==> src/hdl/tsl_pkg.sv <==
package tsl_pkg;

    localparam int unsigned POS_W    = 11;
    localparam int unsigned TEMP_W   = 8;
    localparam int unsigned IDX_W    = 3;
    localparam int unsigned CFG_W    = 11;
    localparam int unsigned IN_DW    = 56;
    localparam int unsigned IN_UW    = 1;
    localparam int unsigned OUT_DW   = 24;

    localparam logic [POS_W-1:0] POS_MAX = 11'd1024;

    // Operation codes carried in s_tuser
    typedef enum logic [0:0] {
        OP_INIT = 1'b0,
        OP_TICK = 1'b1
    } op_t;

    // Configuration register indexes
    typedef enum logic [IDX_W-1:0] {
        REG_WARM_TEMP_LIMIT     = 3'd0,
        REG_COLD_TEMP_LIMIT     = 3'd1,
        REG_WARM_OPEN_GUARD     = 3'd2,
        REG_COLD_OPEN_GUARD     = 3'd3,
        REG_CLOSED_FLOOR        = 3'd4,
        REG_CLOSED_LOWER_OFFSET = 3'd5,
        REG_OPEN_RAISE_OFFSET   = 3'd6,
        REG_BYPASS_ENABLE       = 3'd7
    } cfg_idx_t;

    typedef struct packed {
        logic [TEMP_W-1:0] warm_temp_limit;
        logic [TEMP_W-1:0] cold_temp_limit;
        logic [POS_W-1:0]  warm_open_guard;
        logic [POS_W-1:0]  cold_open_guard;
        logic [POS_W-1:0]  closed_floor;
        logic [POS_W-1:0]  closed_lower_offset;
        logic [POS_W-1:0]  open_raise_offset;
        logic              bypass_enable;
    } cfg_t;

    typedef struct packed {
        op_t               op;
        logic [TEMP_W-1:0] ecu_temperature;
        logic              limp_home;
        logic [POS_W-1:0]  limp_home_pos;
        logic [POS_W-1:0]  demand_pos;
        logic [POS_W-1:0]  closed_stop_pos;
        logic [POS_W-1:0]  open_stop_pos;
        logic              learn_active;
        logic              floor_inhibit;
    } in_item_t;

    typedef struct packed {
        logic [POS_W-1:0] position_reference;
        logic             temp_protected;
        logic             temp_protect_mode;
        logic [POS_W-1:0] open_guard_used;
    } result_t;

    // Saturate a 12-bit sum to the position range
    function automatic logic [POS_W-1:0] cap_sum(input logic [POS_W:0] v);
        logic [POS_W-1:0] r;
        r = (v > {1'b0, POS_MAX}) ? POS_MAX : v[POS_W-1:0];
        return r;
    endfunction

    // Saturate an 11-bit value to the position range
    function automatic logic [POS_W-1:0] cap_pos(input logic [POS_W-1:0] v);
        logic [POS_W-1:0] r;
        r = (v > POS_MAX) ? POS_MAX : v;
        return r;
    endfunction

    // a - b clamped to 0..POS_MAX
    function automatic logic [POS_W-1:0] sub_clamp(input logic [POS_W-1:0] a,
                                                   input logic [POS_W-1:0] b);
        logic [POS_W-1:0] r;
        r = (a > b) ? cap_pos(a - b) : '0;
        return r;
    endfunction

endpackage

==> src/hdl/tsl_cfg.sv <==
module tsl_cfg (
    input  logic                        clk,
    input  logic                        rst_n,
    input  logic                        cfg_we,
    input  logic [tsl_pkg::IDX_W-1:0]   cfg_index,
    input  logic [tsl_pkg::CFG_W-1:0]   cfg_data,
    output tsl_pkg::cfg_t               cfg
);
    import tsl_pkg::*;

    cfg_t cfg_reg;

    // Register file, written one register per transaction
    always_ff @(posedge clk or negedge rst_n)
    begin
        if (!rst_n)
        begin
            cfg_reg <= '{warm_temp_limit: 8'd255, default: '0};
        end
        else if (cfg_we)
        begin
            unique case (cfg_idx_t'(cfg_index))
                REG_WARM_TEMP_LIMIT:     cfg_reg.warm_temp_limit     <= cfg_data[TEMP_W-1:0];
                REG_COLD_TEMP_LIMIT:     cfg_reg.cold_temp_limit     <= cfg_data[TEMP_W-1:0];
                REG_WARM_OPEN_GUARD:     cfg_reg.warm_open_guard     <= cfg_data[POS_W-1:0];
                REG_COLD_OPEN_GUARD:     cfg_reg.cold_open_guard     <= cfg_data[POS_W-1:0];
                REG_CLOSED_FLOOR:        cfg_reg.closed_floor        <= cfg_data[POS_W-1:0];
                REG_CLOSED_LOWER_OFFSET: cfg_reg.closed_lower_offset <= cfg_data[POS_W-1:0];
                REG_OPEN_RAISE_OFFSET:   cfg_reg.open_raise_offset   <= cfg_data[POS_W-1:0];
                REG_BYPASS_ENABLE:       cfg_reg.bypass_enable       <= cfg_data[0];
                default:                 cfg_reg                     <= cfg_reg;
            endcase
        end
    end

    assign cfg = cfg_reg;

endmodule

==> src/hdl/tsl_calc.sv <==
module tsl_calc #(
    parameter int unsigned BYPASS_CLOSED_POS = 0
) (
    input  tsl_pkg::in_item_t             item,
    input  tsl_pkg::cfg_t                 cfg,
    input  logic [tsl_pkg::POS_W-1:0]     held_guard,
    output logic [tsl_pkg::POS_W-1:0]     held_guard_next,
    output tsl_pkg::result_t              res
);
    import tsl_pkg::*;

    localparam logic [POS_W-1:0] BYPASS_POS = (BYPASS_CLOSED_POS > 1024) ? POS_MAX
                                              : POS_W'(BYPASS_CLOSED_POS);

    logic [POS_W-1:0] guard_sel;
    logic [POS_W-1:0] guard_tick;
    logic [POS_W-1:0] closed_eff;
    logic [POS_W-1:0] open_eff;
    logic [POS_W-1:0] rel_pos;
    logic [POS_W-1:0] floored;
    logic [POS_W-1:0] abs_pos;
    logic [POS_W-1:0] open_cap;
    logic [POS_W-1:0] tick_pos;
    logic             tick_mode;

    // Guard selection with temperature hysteresis; warm test wins
    always_comb
    begin
        priority if (item.ecu_temperature > cfg.warm_temp_limit)
            guard_sel = cfg.warm_open_guard;
        else if (item.ecu_temperature <= cfg.cold_temp_limit)
            guard_sel = cfg.cold_open_guard;
        else
            guard_sel = held_guard;
    end

    assign guard_tick = cap_pos(guard_sel);
    assign tick_mode  = (guard_tick == cfg.warm_open_guard);

    // Effective stops: widened while learning, otherwise the capped stop positions
    always_comb
    begin
        if (item.learn_active)
        begin
            closed_eff = cfg.bypass_enable ? BYPASS_POS
                         : sub_clamp(item.closed_stop_pos, cfg.closed_lower_offset);
            open_eff   = cap_sum({1'b0, item.open_stop_pos} + {1'b0, cfg.open_raise_offset});
        end
        else
        begin
            closed_eff = cap_pos(item.closed_stop_pos);
            open_eff   = cap_pos(item.open_stop_pos);
        end
    end

    // Floor, offset by the closed stop, cap below the guarded open stop
    assign rel_pos  = item.limp_home ? item.limp_home_pos : item.demand_pos;
    assign floored  = (!item.floor_inhibit && rel_pos < cfg.closed_floor) ? cfg.closed_floor
                      : rel_pos;
    assign abs_pos  = cap_sum({1'b0, floored} + {1'b0, closed_eff});
    assign open_cap = sub_clamp(open_eff, guard_tick);
    assign tick_pos = (abs_pos > open_cap) ? open_cap : abs_pos;

    // Result select by operation
    always_comb
    begin
        unique case (item.op)
            OP_INIT:
            begin
                held_guard_next        = held_guard;
                res.position_reference = cap_sum({1'b0, item.demand_pos}
                                                 + {1'b0, item.closed_stop_pos});
                res.temp_protected     = 1'b0;
                res.temp_protect_mode  = (held_guard == cfg.warm_open_guard);
                res.open_guard_used    = held_guard;
            end
            default:
            begin
                held_guard_next        = guard_tick;
                res.position_reference = tick_pos;
                res.temp_protected     = (tick_pos == open_cap) && tick_mode;
                res.temp_protect_mode  = tick_mode;
                res.open_guard_used    = guard_tick;
            end
        endcase
    end

endmodule

==> src/hdl/throttle_setpoint_limiter.sv <==
// Input register, then result register, lie between input transaction and result.
// Throughput: one transaction per cycle while m_tready does not stall the output; the
// held-guard update is a loop through the guard select and cap logic in tsl_calc.
// Reset (rst_n, async, active low): pipeline empty, held guard 0, warm_temp_limit 255,
// all other configuration registers 0.
module throttle_setpoint_limiter #(
    parameter int unsigned BYPASS_CLOSED_POS = 0
) (
    input  logic                          clk,
    input  logic                          rst_n,
    // configuration write port
    input  logic                          cfg_we,
    input  logic [tsl_pkg::IDX_W-1:0]     cfg_index,
    input  logic [tsl_pkg::CFG_W-1:0]     cfg_data,
    // input stream
    input  logic                          s_tvalid,
    output logic                          s_tready,
    // ecu_temperature[7:0], limp_home[8], limp_home_pos[19:9], demand_pos[30:20],
    // closed_stop_pos[41:31], open_stop_pos[52:42], learn_active[53], floor_inhibit[54]
    input  logic [tsl_pkg::IN_DW-1:0]     s_tdata,
    // op[0]
    input  logic [tsl_pkg::IN_UW-1:0]     s_tuser,
    // result stream
    output logic                          m_tvalid,
    input  logic                          m_tready,
    // position_reference[10:0], temp_protected[11], temp_protect_mode[12],
    // open_guard_used[23:13]
    output logic [tsl_pkg::OUT_DW-1:0]    m_tdata
);
    import tsl_pkg::*;

    cfg_t             cfg;
    in_item_t         in_item;
    in_item_t         item_reg;
    logic             item_vld_reg;
    result_t          res_next;
    result_t          res_reg;
    logic             res_vld_reg;
    logic [POS_W-1:0] held_guard_reg;
    logic [POS_W-1:0] held_guard_next;
    logic             advance;

    tsl_cfg u_cfg (
        .clk       (clk),
        .rst_n     (rst_n),
        .cfg_we    (cfg_we),
        .cfg_index (cfg_index),
        .cfg_data  (cfg_data),
        .cfg       (cfg)
    );

    tsl_calc #(
        .BYPASS_CLOSED_POS (BYPASS_CLOSED_POS)
    ) u_calc (
        .item            (item_reg),
        .cfg             (cfg),
        .held_guard      (held_guard_reg),
        .held_guard_next (held_guard_next),
        .res             (res_next)
    );

    // Unpack input transaction
    always_comb
    begin
        in_item.op              = op_t'(s_tuser[0]);
        in_item.ecu_temperature = s_tdata[7:0];
        in_item.limp_home       = s_tdata[8];
        in_item.limp_home_pos   = s_tdata[19:9];
        in_item.demand_pos      = s_tdata[30:20];
        in_item.closed_stop_pos = s_tdata[41:31];
        in_item.open_stop_pos   = s_tdata[52:42];
        in_item.learn_active    = s_tdata[53];
        in_item.floor_inhibit   = s_tdata[54];
    end

    // Pipeline flow control
    assign advance  = item_vld_reg && (!res_vld_reg || m_tready);
    assign s_tready = !item_vld_reg || advance;

    // Input register
    always_ff @(posedge clk or negedge rst_n)
    begin
        if (!rst_n)
            item_vld_reg <= 1'b0;
        else if (s_tready)
            item_vld_reg <= s_tvalid;
    end

    always_ff @(posedge clk)
    begin
        if (s_tready && s_tvalid)
            item_reg <= in_item;
    end

    // Result register and held guard
    always_ff @(posedge clk or negedge rst_n)
    begin
        if (!rst_n)
        begin
            res_vld_reg    <= 1'b0;
            held_guard_reg <= '0;
        end
        else
        begin
            if (advance)
            begin
                res_vld_reg    <= 1'b1;
                held_guard_reg <= held_guard_next;
            end
            else if (m_tready)
                res_vld_reg <= 1'b0;
        end
    end

    always_ff @(posedge clk)
    begin
        if (advance)
            res_reg <= res_next;
    end

    assign m_tvalid = res_vld_reg;
    assign m_tdata  = {res_reg.open_guard_used, res_reg.temp_protect_mode,
                       res_reg.temp_protected, res_reg.position_reference};

    // Held guard moves only when a tick leaves the input register
    a_guard_only_on_tick: assert property (@(posedge clk) disable iff (!rst_n)
        !(advance && item_reg.op == OP_TICK) |=> $stable(held_guard_reg))
        else $error("held guard changed without a tick");

    // Held guard never exceeds full scale
    a_guard_range: assert property (@(posedge clk) disable iff (!rst_n)
        held_guard_reg <= POS_MAX)
        else $error("held guard above full scale");

    // Delivered reference within range
    a_ref_range: assert property (@(posedge clk) disable iff (!rst_n)
        m_tvalid |-> res_reg.position_reference <= POS_MAX)
        else $error("position reference above full scale");

    // Input stalls only when both stages are occupied
    a_stall_full: assert property (@(posedge clk) disable iff (!rst_n)
        !s_tready |-> (item_vld_reg && res_vld_reg))
        else $error("input stalled with free stage");

endmodule
==> config.mk <==
export PLATFORM = sky130hd
export DESIGN_NAME = throttle_setpoint_limiter
export DESIGN_NICKNAME = d
export VERILOG_FILES = /design/src/hdl/tsl_pkg.sv /design/src/hdl/tsl_cfg.sv /design/src/hdl/tsl_calc.sv /design/src/hdl/throttle_setpoint_limiter.sv
export SDC_FILE = /design/constraint.sdc
export NUM_CORES = 1
export LEC_CHECK = 0
export ABC_AREA = 1
export BUFFER_PORTS_ARGS = -buffer_cell sky130_fd_sc_hd__buf_4
export CELL_PAD_IN_SITES_DETAIL_PLACEMENT = 1
export CELL_PAD_IN_SITES_GLOBAL_PLACEMENT = 1
export CORE_MARGIN = 8
export CORE_UTILIZATION = 25
export CTS_CLUSTER_SIZE = 40
export DETAILED_ROUTE_END_ITERATION = 12
export PLACE_DENSITY = 0.55
export SYNTH_ARGS = -nofsm -noshare
export SYNTH_HDL_FRONTEND = slang
export SYNTH_HIERARCHICAL = 1
export SYNTH_SLANG_ARGS = --single-unit
==> constraint.sdc <==
create_clock -name clk -period 6.37 [get_ports clk]
set_clock_uncertainty 0.1 [all_clocks]
set_input_delay 1.274 -clock clk [delete_from_list [all_inputs] [get_ports clk]]
set_output_delay 1.274 -clock clk [all_outputs]
set_load 0.005 [all_outputs]
==> out/metrics.cfg, run 1 <==
[status]
status=finished, violations left
violations=negative setup slack

[logic_synthesis]
yosys.cell_types.count=53
avgSynthCellArea_um2=7.554
ys_seq_area_share_pct=39.10
synth_nets=1710
synth_commonest_cells=nand2_1, inv_1, nand3_1
syn_area_mm2=0.01161
synthAdderAreaFrac_pct=10.78
yosysWarnings=6
muxShareOfSynthArea_pct=0
synthSimpleGateAreaFrac_pct=30.13
synth_edf_count=80
yosysMostFrequentCell=nand2_1
ys_seq_elements=165
synth_area_leader_cell=edfxtp_1
synth_ff_type=edfxtp_1
synth_xor_area_share_pct=3.535
synthTopCellsByArea=edfxtp_1, nand2_1, dfrtp_1
synth_top_family_by_area=simple AND/OR/NAND/NOR gates
netlist.area_leader.share_pct=20.69
async_flop_share_pct=51.52
synth_compound_area_share_pct=8.050
synthCells=1537

[timing]
finalHoldViolations=0
slew_viol_final=0
clock.fmax_mhz=155.0
setup_violations=1
finalWorstSetupSlack_ns=-0.08137
rsz0062_at_grt=true
fin_crit_sh_pct=101.3
slew-limit-headroom_pct=32.88
whs_ns=0.3648
period_needed_ns=6.451
worst_pin_slew_ns=1.006

[floorplanning]
dieArea_mm2=0.05359
rows=79
die_w_um=231.5
initial_core_util_pct=25.15
core_area_mm2=0.04616
io_pins=102
die_h_um=231.5

[detailed_routing]
detailedRoute.firstPassIterationCount=4
top_layer_used=met4
drt_wl_total_um=40720
wl_met3_um=756
avgRoutedWirePerCell_um=16.73
via_per_inst=4.469
final_antenna_net_count=0
drc_errors=0
wl_met1_um=19170
first_iter_violations=482
vias=10872
wl_met2_um=19920

[power]
vdd.ir_drop.worst_uv=260.3
cellPowerDensity_mw_per_mm2=483.2
p_leak_nw=7.772
total_power_mw=7.546

[placed_design]
io_buffers=100
dp_hpwl_um=32010
gp_congestion=0.8451

[global_routing]
grt_pass1_vias=11629
grt_pass1_wl_um=64200
antenna_found_initial=0
gr-total-overflow=0
grt_max_degree=74
gr-usage-all-layers_pct=15.33

[clocking]
root_buffer=clkbuf_16
path_clk_slew_ns=0.07
clk-insertion-delay-late_ns=0.46
max-clock-path-buffers=2
cts_tree=done
cts_num_sinks=165
cts_htree_levels=4
cts_hold_buf=0
numCtsBuffers=17

[critical_path]
endpoint_kind=register
crit_buf_inv=12
path_class=reg -> reg
cpPeakStageDelay_ns=0.41
critPathArrivalTime_ns=6.56
crit_path_top_delay_cell=fa_2
cp_top_family=simple AND/OR/NAND/NOR gates
crit_fanout=7
cp_data_required_time_ns=6.48
crit_path_start_kind=register
crit_top_cell=nand2_1

[layout]
drive_gt1_share_pct=27.38
synthToLayoutAreaGrowth_pct=34.51
final_nets=1986
diodes=0
largest_reg_flops=72

[hold_path]
min_path_type=reg -> reg

[job]
drv_cap=0

per-stage QoR:
stage	TNS, ns	area [um^2]	worst slack (ns)	util [%]	std cells
global placement	-1.128	14090	-0.3414	30.52	2363
detailed placement	-2.132	14090	-0.4600	30.52	2363
finish	-0.08137	15620	-0.08137	33.83	2433
floorplan	0	11610	0.2276	-	1537
CTS	-0.07807	15060	-0.07807	32.63	2419
global route	-3.061	15620	-0.5084	33.83	2433
repair_timing:
item	4_1_cts	5_1_grt
setup endpoints to repair	11	12
pin swaps	41	76
buffers inserted	24	15
resized for setup	62	109
tightest hold or removal path, stage by stage (launching register included):
cell and delay, ns:
dfstp_2 0.37, nand2_1 0.05, nand2_1 0.04
cell families (layout without fill, tap and decap cells):
group,count (synthesis),in the layout
fa+ha+maj,97,97
flops,165,165
simple gates,836,836
compound gates,160,160
buf+inv,233,522
xor+xnor,46,46
area by class of cell:
cell class | count | area (um^2)
clock inverter | 11 | 83.83
fill | 5574 | 30540
tap | 607 | 759.5
multi-input combinational | 1139 | 6701
inverter | 187 | 713.2
clock buffer | 21 | 494.2
sequential | 165 | 4541
timing repair buffer | 303 | 2323
final timing paths:
path                            slack [ns]                   endpoint  depth (start not counted)                      start
max in group asynchronous             4.34  u_cfg/cfg[12]$_DFFE_PN0P_                          2                      rst_n
worst max register to register       -0.08      m_tdata[11]$_DFFE_PP_                         47     item_reg[13]$_DFFE_PP_
worst min-delay path                  0.36  u_cfg/cfg[65]$_DFFE_PN1P_                          2  u_cfg/cfg[65]$_DFFE_PN1P_
worst max-delay path                 -0.08      m_tdata[11]$_DFFE_PP_                         47     item_reg[13]$_DFFE_PP_
min in group asynchronous             0.56  u_cfg/cfg[60]$_DFFE_PN0P_                          1                      rst_n
worst min register to register        0.36  u_cfg/cfg[65]$_DFFE_PN1P_                          2  u_cfg/cfg[65]$_DFFE_PN1P_
where the power goes:
group	total (mW)	switching [mW]	leakage, nW	internal [mW]
sequential	1.55	0.171	1.83	1.38
combinational	4.94	2.66	5.64	2.28
clock	1.05	0.482	0.295	0.564
total	7.55	3.31	7.77	4.23
cells in the final DEF (no fill, tap or decap), types with 18 or more instances in the layout:
cell and instances:
a21oi_1 40, buf_4 290, clkbuf_16 19, dfrtp_1 76, edfxtp_1 80, ha_1 78, inv_1 165, nand2_1 515
nand2_2 29, nand3_1 140, nor2_1 79, o21ai_0 33, o21ai_1 18, xor2_1 27
per-layer routing:
metal	up-vias	track usage (%)
met5	-	0
met2	97	26.08
met4	0	4.672
met1	5208	19.82
li1	5533	-
met3	34	2.323
No activity file was read; power rests on OpenSTA's default activity.
==> run 2, diff against run 1 <==
ABC_AREA = not set   (was 1)
CORE_ASPECT_RATIO = 0.9   (was not set)
PLACE_DENSITY = 0.52   (was 0.55)
==> out/metrics.cfg, run 2 <==
[timing]
setup_tns_ns=-8.217  ; -8.135 ns
fin_crit_sh_pct=112.4  ; +11 points
setup_violations=12  ; +11
worst_pin_slew_ns=1.140  ; +0.1340 ns
period_needed_ns=7.161  ; +0.7093 ns
finalWorstSetupSlack_ns=-0.7907  ; -0.7093 ns
finalHoldViolations=0  ; unchanged
rsz0062_at_grt=true
slew_viol_final=0  ; unchanged
clock.fmax_mhz=139.7  ; -9.9%
slew-limit-headroom_pct=23.94  ; -8.9 points

[clocking]
root_buffer=clkbuf_16
numCtsBuffers=17  ; unchanged
max-clock-path-buffers=2  ; unchanged
cts_hold_buf=0  ; unchanged
cts_htree_levels=4  ; unchanged
cts_tree=done
cts_num_sinks=165  ; unchanged
clk-insertion-delay-late_ns=0.47  ; about the same
path_clk_slew_ns=0.07  ; about the same

[critical_path]
cp_data_required_time_ns=6.47  ; about the same
r2r-end=m_tdata[1]$_DFFE_PP_
r2r_slack_ns=-0.79  ; -0.71 ns
r2r-start=item_reg[13]$_DFFE_PP_
reg2reg_depth=36  ; -23%
crit_fanout=4  ; -3
cpPeakStageDelay_ns=0.44  ; +0.03 ns
crit_path_start_kind=register
path_class=reg -> reg
crit_path_top_delay_cell=or4_4
critPathArrivalTime_ns=7.26  ; +0.70 ns
endpoint_kind=register
crit_top_cell=inv_2

[logic_synthesis]
synthCells=1090  ; -29%
synth_nets=1263  ; -26%
async_flop_share_pct=51.52  ; unchanged
yosysWarnings=6  ; unchanged
yosysMostFrequentCell=mux2_2
synth_area_leader_cell=edfxtp_1
synth_commonest_cells=mux2_2, ha_1, inv_1
netlist.area_leader.share_pct=21.08  ; +0.39 points
syn_area_mm2=0.01140  ; -1.8%
synth_ff_type=edfxtp_1
yosys.cell_types.count=80  ; +51%
avgSynthCellArea_um2=10.46  ; +38%
synthTopCellsByArea=edfxtp_1, dfrtp_1, ha_1
ys_seq_elements=165  ; unchanged
synth_edf_count=80  ; unchanged
ys_seq_area_share_pct=39.83  ; +0.73 points

[placed_design]
place_worst_setup_slack_ns=-1.242  ; -0.7820 ns
dp_hpwl_um=31070  ; -2.9%
io_buffers=100  ; unchanged
gp_congestion=0.8338  ; -1.3%

[power]
cellPowerDensity_mw_per_mm2=472.7  ; -2.2%
p_leak_nw=7.103  ; -8.6%
vdd.ir_drop.worst_uv=235.5  ; -9.5%
total_power_mw=7.560  ; +0.19%

[detailed_routing]
via_per_inst=4.676  ; +4.7%
avgRoutedWirePerCell_um=18.67  ; +12%
final_antenna_net_count=0  ; unchanged
first_iter_violations=371  ; -23%
vias=9797  ; -9.9%
drc_errors=0  ; unchanged
drt_wl_total_um=39120  ; -3.9%
detailedRoute.firstPassIterationCount=5  ; +1

[global_routing]
gr-usage-all-layers_pct=15.04  ; -0.29 points
grt_max_degree=57  ; -23%
antenna_found_initial=0  ; unchanged
grt_pass1_wl_um=60830  ; -5.3%
gr-total-overflow=0  ; unchanged
grt_pass1_vias=10689  ; -8.1%

[floorplanning]
die_w_um=241.1  ; +4.1%
dieArea_mm2=0.05269  ; -1.7%
core_area_mm2=0.04518  ; -2.1%
rows=74  ; -6.3%
io_pins=102  ; unchanged
initial_core_util_pct=25.22  ; +0.073 points
die_h_um=218.6  ; -5.6%

[hold_path]
whs_path_depth=1  ; -1
worstHoldStart=u_cfg/cfg[34]$_DFFE_PN0P_
min_path_type=reg -> reg
min_to=u_cfg/cfg[34]$_DFFE_PN0P_

[layout]
final_nets=1646  ; -17%
largest_reg_flops=72  ; unchanged
mostFrequentLayoutCell=buf_4
drive_gt1_share_pct=42.80  ; +15 points
fin_util_pct=35.40  ; +1.6 points
fill_cells=5199  ; -6.7%
final_cell_mix=buf_4, mux2_2, ha_1, inv_1, edfxtp_1
synthToLayoutAreaGrowth_pct=40.32

[job]
drv_cap=0  ; unchanged

[status]
status=finished, violations left
violations=negative setup slack

run 2: cell types whose count changed after synthesis, sizes merged, moves of 12 or more:
cell / previous run / this run
nor3: 5 / 19
o21a: 1 / 13
mux2i: 0 / 18
mux2: 0 / 107
nand3: 148 / 25
a21o: 5 / 17
nand2: 550 / 68
buf: 36 / 23
nand2b: 0 / 20
inv: 183 / 87
nor2b: 0 / 17
nor2: 100 / 53
a22o: 0 / 13
run 2: report_power, final:
group / total (mW) / internal [mW] / switching (mW)
Sequential: 1.53 / 1.36 / 0.171
Combinational: 4.95 / 2.63 / 2.32
Clock: 1.08 / 0.568 / 0.513
run 2: timing repair:
action,in CTS,in global routing
gates cloned,2,0
setup endpoints to repair,12,12
pin swaps,13,10
buffers inserted,19,7
resized for setup,78,18
run 2: worst max-delay path: cells and delay by family (launching register included):
| kind | cells | cell delay, ns |
|---|---|---|
| and+or+nand+nor | 11 | 2.41 |
| adders and majority gates | 5 | 1.24 |
| AOI/OAI and AO/OA | 12 | 1.86 |
| muxes | 1 | 0.30 |
| buffers and inverters | 7 | 0.61 |
| DFF | 1 | 0.38 |
run 2: worst max-delay path by stage:
stage	startpoint	endpoint	slack, ns	depth (start not counted)
floorplan	item_reg[13]$_DFFE_PP_	m_tdata[11]$_DFFE_PP_	-0.55	35
global placement	item_reg[2]$_DFFE_PP_	m_tdata[11]$_DFFE_PP_	-1.03	34
detailed placement	item_reg[2]$_DFFE_PP_	m_tdata[11]$_DFFE_PP_	-1.24	33
CTS	item_reg[13]$_DFFE_PP_	m_tdata[11]$_DFFE_PP_	-0.75	36
global route	item_reg[13]$_DFFE_PP_	m_tdata[1]$_DFFE_PP_	-1.14	37
finish	item_reg[13]$_DFFE_PP_	m_tdata[1]$_DFFE_PP_	-0.79	36
run 2: cell families (layout without fill, tap and decap cells):
kind of cell | after synthesis | count (layout) | synth area share [%]
simple gates | 271 | 271 | 12.61
flops | 165 | 165 | 39.83
fa+ha+maj | 97 | 97 | 10.98
other cells | 0 | 1 | 0
mux | 125 | 125 | 12.45
buf+inv | 123 | 519 | 4.786
compound gates | 254 | 254 | 15.12
xor+xnor | 55 | 55 | 4.227
run 2: layout make-up:
class,instances,area (um^2),share of cell area (%)
Clock buffer,20,479.2,2.996
Antenna cell,1,2.502,0.01565
Multi-Input combinational cell,802,6696,41.87
Inverter,87,331.6,2.073
Sequential cell,165,4539,28.38
Clock inverter,12,126.4,0.7902
Tap cell,608,760.7,4.757
Timing Repair Buffer,400,3057,19.11
run 2: layer usage:
metal / vias up / wire length (um) / part of all wire, % / GRT usage [%]
met2: 96 / 18420 / 47 / 24.68
met3: 29 / 990 / 2.5 / 2.833
li1: 4804 / - / - / -
met4: 0 / 577 / 1.5 / 3.596
met1: 4868 / 19130 / 49 / 20.25
met5: - / 0 / 0 / 0
run 2: per-stage QoR:
step	instance area (um^2)	std cells	hold slack (ns)
final	15990	2095	0.4093
after global routing	15990	2094	0.4223
after CTS	15860	2087	0.4138
after detailed placement	14810	2034	0.3960
after global placement	14810	2034	0.3916
after floorplan	11490	1090	0.3792
==> run 3, diff against run 2 <==
--- a/config.mk
+++ b/config.mk
@@ -9,5 +9,4 @@
 export CELL_PAD_IN_SITES_DETAIL_PLACEMENT = 1
 export CELL_PAD_IN_SITES_GLOBAL_PLACEMENT = 1
-export CORE_ASPECT_RATIO = 0.9
 export CORE_MARGIN = 8
 export CORE_UTILIZATION = 25
==> constraint.sdc (replaced) <==
create_clock -name clk -period 6.37 [get_ports clk]
set_clock_uncertainty 0.1 [all_clocks]
set_input_delay 0 -clock clk [delete_from_list [all_inputs] [get_ports clk]]
set_output_delay 0 -clock clk [all_outputs]
set_load 0.005 [all_outputs]
==> out/metrics.cfg, run 3 (synthesized netlist as in run 2, its figures left out) <==
[clocking]
clk-insertion-delay-late_ns=0.46  ; about the same
cts_htree_levels=4  ; unchanged
path_clk_slew_ns=0.07  ; about the same
cts_num_sinks=165  ; unchanged
cts_tree=done
max-clock-path-buffers=2  ; unchanged
root_buffer=clkbuf_16
numCtsBuffers=17  ; unchanged

[global_routing]
antenna_found_initial=0  ; unchanged
gr-total-overflow=0  ; unchanged
grt_pass1_wl_um=62270  ; +2.4%
gr-usage-all-layers_pct=15.21  ; +0.17 points
grt_max_degree=69  ; +21%
grt_pass1_vias=11002  ; +2.9%

[critical_path]
endpoint_kind=register
cpPeakStageDelay_ns=0.43  ; about the same
crit_path_top_delay_cell=or4_4
cp_data_required_time_ns=6.60  ; +0.13 ns
crit_fanout=4  ; unchanged
critPathArrivalTime_ns=7.33  ; +0.07 ns
crit_path_start_kind=register
path_class=reg -> reg

[timing]
slew_viol_final=0  ; unchanged
clock.fmax_mhz=140.8  ; +0.84%
worst_pin_slew_ns=1.058  ; -0.08125 ns
rsz0062_at_grt=true
period_needed_ns=7.101  ; -0.05983 ns
finalHoldViolations=0  ; unchanged
setup_tns_ns=-7.056  ; +1.161 ns
finalWorstSetupSlack_ns=-0.7309  ; +0.05983 ns
fin_crit_sh_pct=111.5  ; -0.94 points
setup_violations=12  ; unchanged
slew-limit-headroom_pct=29.37  ; +5.4 points

[floorplanning]
core_area_mm2=0.04519  ; about the same
dieArea_mm2=0.05268  ; about the same
io_pins=102  ; unchanged
rows=78  ; +5.4%
die_h_um=229.5  ; +5.0%
die_w_um=229.5  ; -4.8%
initial_core_util_pct=25.22  ; about the same

[detailed_routing]
via_per_inst=4.647  ; -0.63%
first_iter_violations=365  ; -1.6%
drc_errors=0  ; unchanged
final_antenna_net_count=0  ; unchanged
vias=10033  ; +2.4%
detailedRoute.firstPassIterationCount=5  ; unchanged
drt_wl_total_um=39920  ; +2.0%
avgRoutedWirePerCell_um=18.49  ; -0.99%

[power]
cellPowerDensity_mw_per_mm2=445.5  ; -5.8%
p_leak_nw=7.376  ; +3.8%
vdd.ir_drop.worst_uv=320.0  ; +36%

[hold_path]
min_path_type=in -> reg

[layout]
fill_cells=5076  ; -2.4%
synthToLayoutAreaGrowth_pct=46.46
final_nets=1719  ; +4.4%
mostFrequentLayoutCell=buf_4
final_cell_mix=buf_4, mux2_2, ha_1, inv_1, edfxtp_1
drive_gt1_share_pct=40.60  ; -2.2 points
largest_reg_flops=72  ; unchanged
diodes=0  ; -1
stdcell_count=2159  ; +3.1%

[placed_design]
gp_congestion=0.8614  ; +3.3%
dp.cells=2021  ; -0.64%
io_buffers=100  ; unchanged
dp_hpwl_um=31300  ; +0.75%

[status]
violations=negative setup slack
status=finished, violations left

[job]
drv_cap=0  ; unchanged

-- run 3: cell count changes in the layout (fill, tap and decap cells not counted), sizes merged --
cell	change
buf	-4
clkinv	+2
clkinvlp	+1
diode	-1
dlygate4sd3	+77
inv	-3
-- run 3: routing by layer --
layer  vias to the layer above  track usage (%)  routed length (um)
met3                        39            2.176                 803
met2                       107            26.13               19890
met4                         0            5.041                 824
li1                       4936                -                   -
met5                         -                0                   0
met1                      4951            19.36               18410
-- run 3: what timing repair did --
item | 4_1_cts | 5_1_grt
endpoints found under the setup margin | 12 | 12
pin swaps | 13 | 17
cloned | 1 | 0
endpoints found under the hold margin | 210 | 0
gates resized for setup | 58 | 36
setup buffers | 17 | 13
hold buffers | 77 | 0
-- run 3: final cells by class --
cell class / count / area, um^2 / share of cell area, %
multi-input combinational: 802 / 6719 / 40.25
sequential: 165 / 4539 / 27.19
timing repair buffer: 473 / 3786 / 22.68
tap: 600 / 750.7 / 4.497
clock buffer: 20 / 478.0 / 2.863
inverter: 87 / 329.1 / 1.971
clock inverter: 12 / 90.09 / 0.5397
-- run 3: where the power goes --
group	switching [mW]	leakage, nW	internal (mW)	total [mW]
registers	0.172	1.79	1.36	1.53
logic	2.29	5.30	2.59	4.89
clock network	0.471	0.281	0.546	1.02
-- run 3: final timing paths --
kind	startpoint	endpoint	slack (ns)	cells after the start
worst max-delay path	item_reg[13]$_DFFE_PP_	m_tdata[11]$_DFFE_PP_	-0.73	35
max in group asynchronous	rst_n	u_cfg/cfg[14]$_DFFE_PN0P_	4.56	4
worst max register to register	item_reg[13]$_DFFE_PP_	m_tdata[11]$_DFFE_PP_	-0.73	35
worst min-delay path	s_tdata[27]	item_reg[31]$_DFFE_PP_	0.15	2
min in group asynchronous	rst_n	u_cfg/cfg[68]$_DFFE_PN1P_	0.47	3
worst min register to register	u_cfg/cfg[41]$_DFFE_PN0P_	u_cfg/cfg[41]$_DFFE_PN0P_	0.41	1
-- run 3: through the flow --
step	hold WS (ns)	total power [mW]	util (%)	setup WS [ns]	instance area, um^2
after floorplan	-0.3956	3.725	-	-0.5483	11490
after global placement	-0.2078	5.606	32.69	-0.7087	14770
after detailed placement	-0.2080	5.662	32.69	-1.048	14770
after CTS	0.1149	7.307	36.46	-0.8256	16470
after global routing	0.1337	7.968	36.94	-1.058	16690
final	0.1545	7.436	36.94	-0.7309	16690
-- run 3: critical path, delay by kind of cell, from the launching register on --
family | cells | cell delay (ns)
fa+ha+maj | 5 | 1.28
flops | 1 | 0.39
compound gates | 14 | 2.45
simple gates | 11 | 2.42
buf+inv | 5 | 0.31
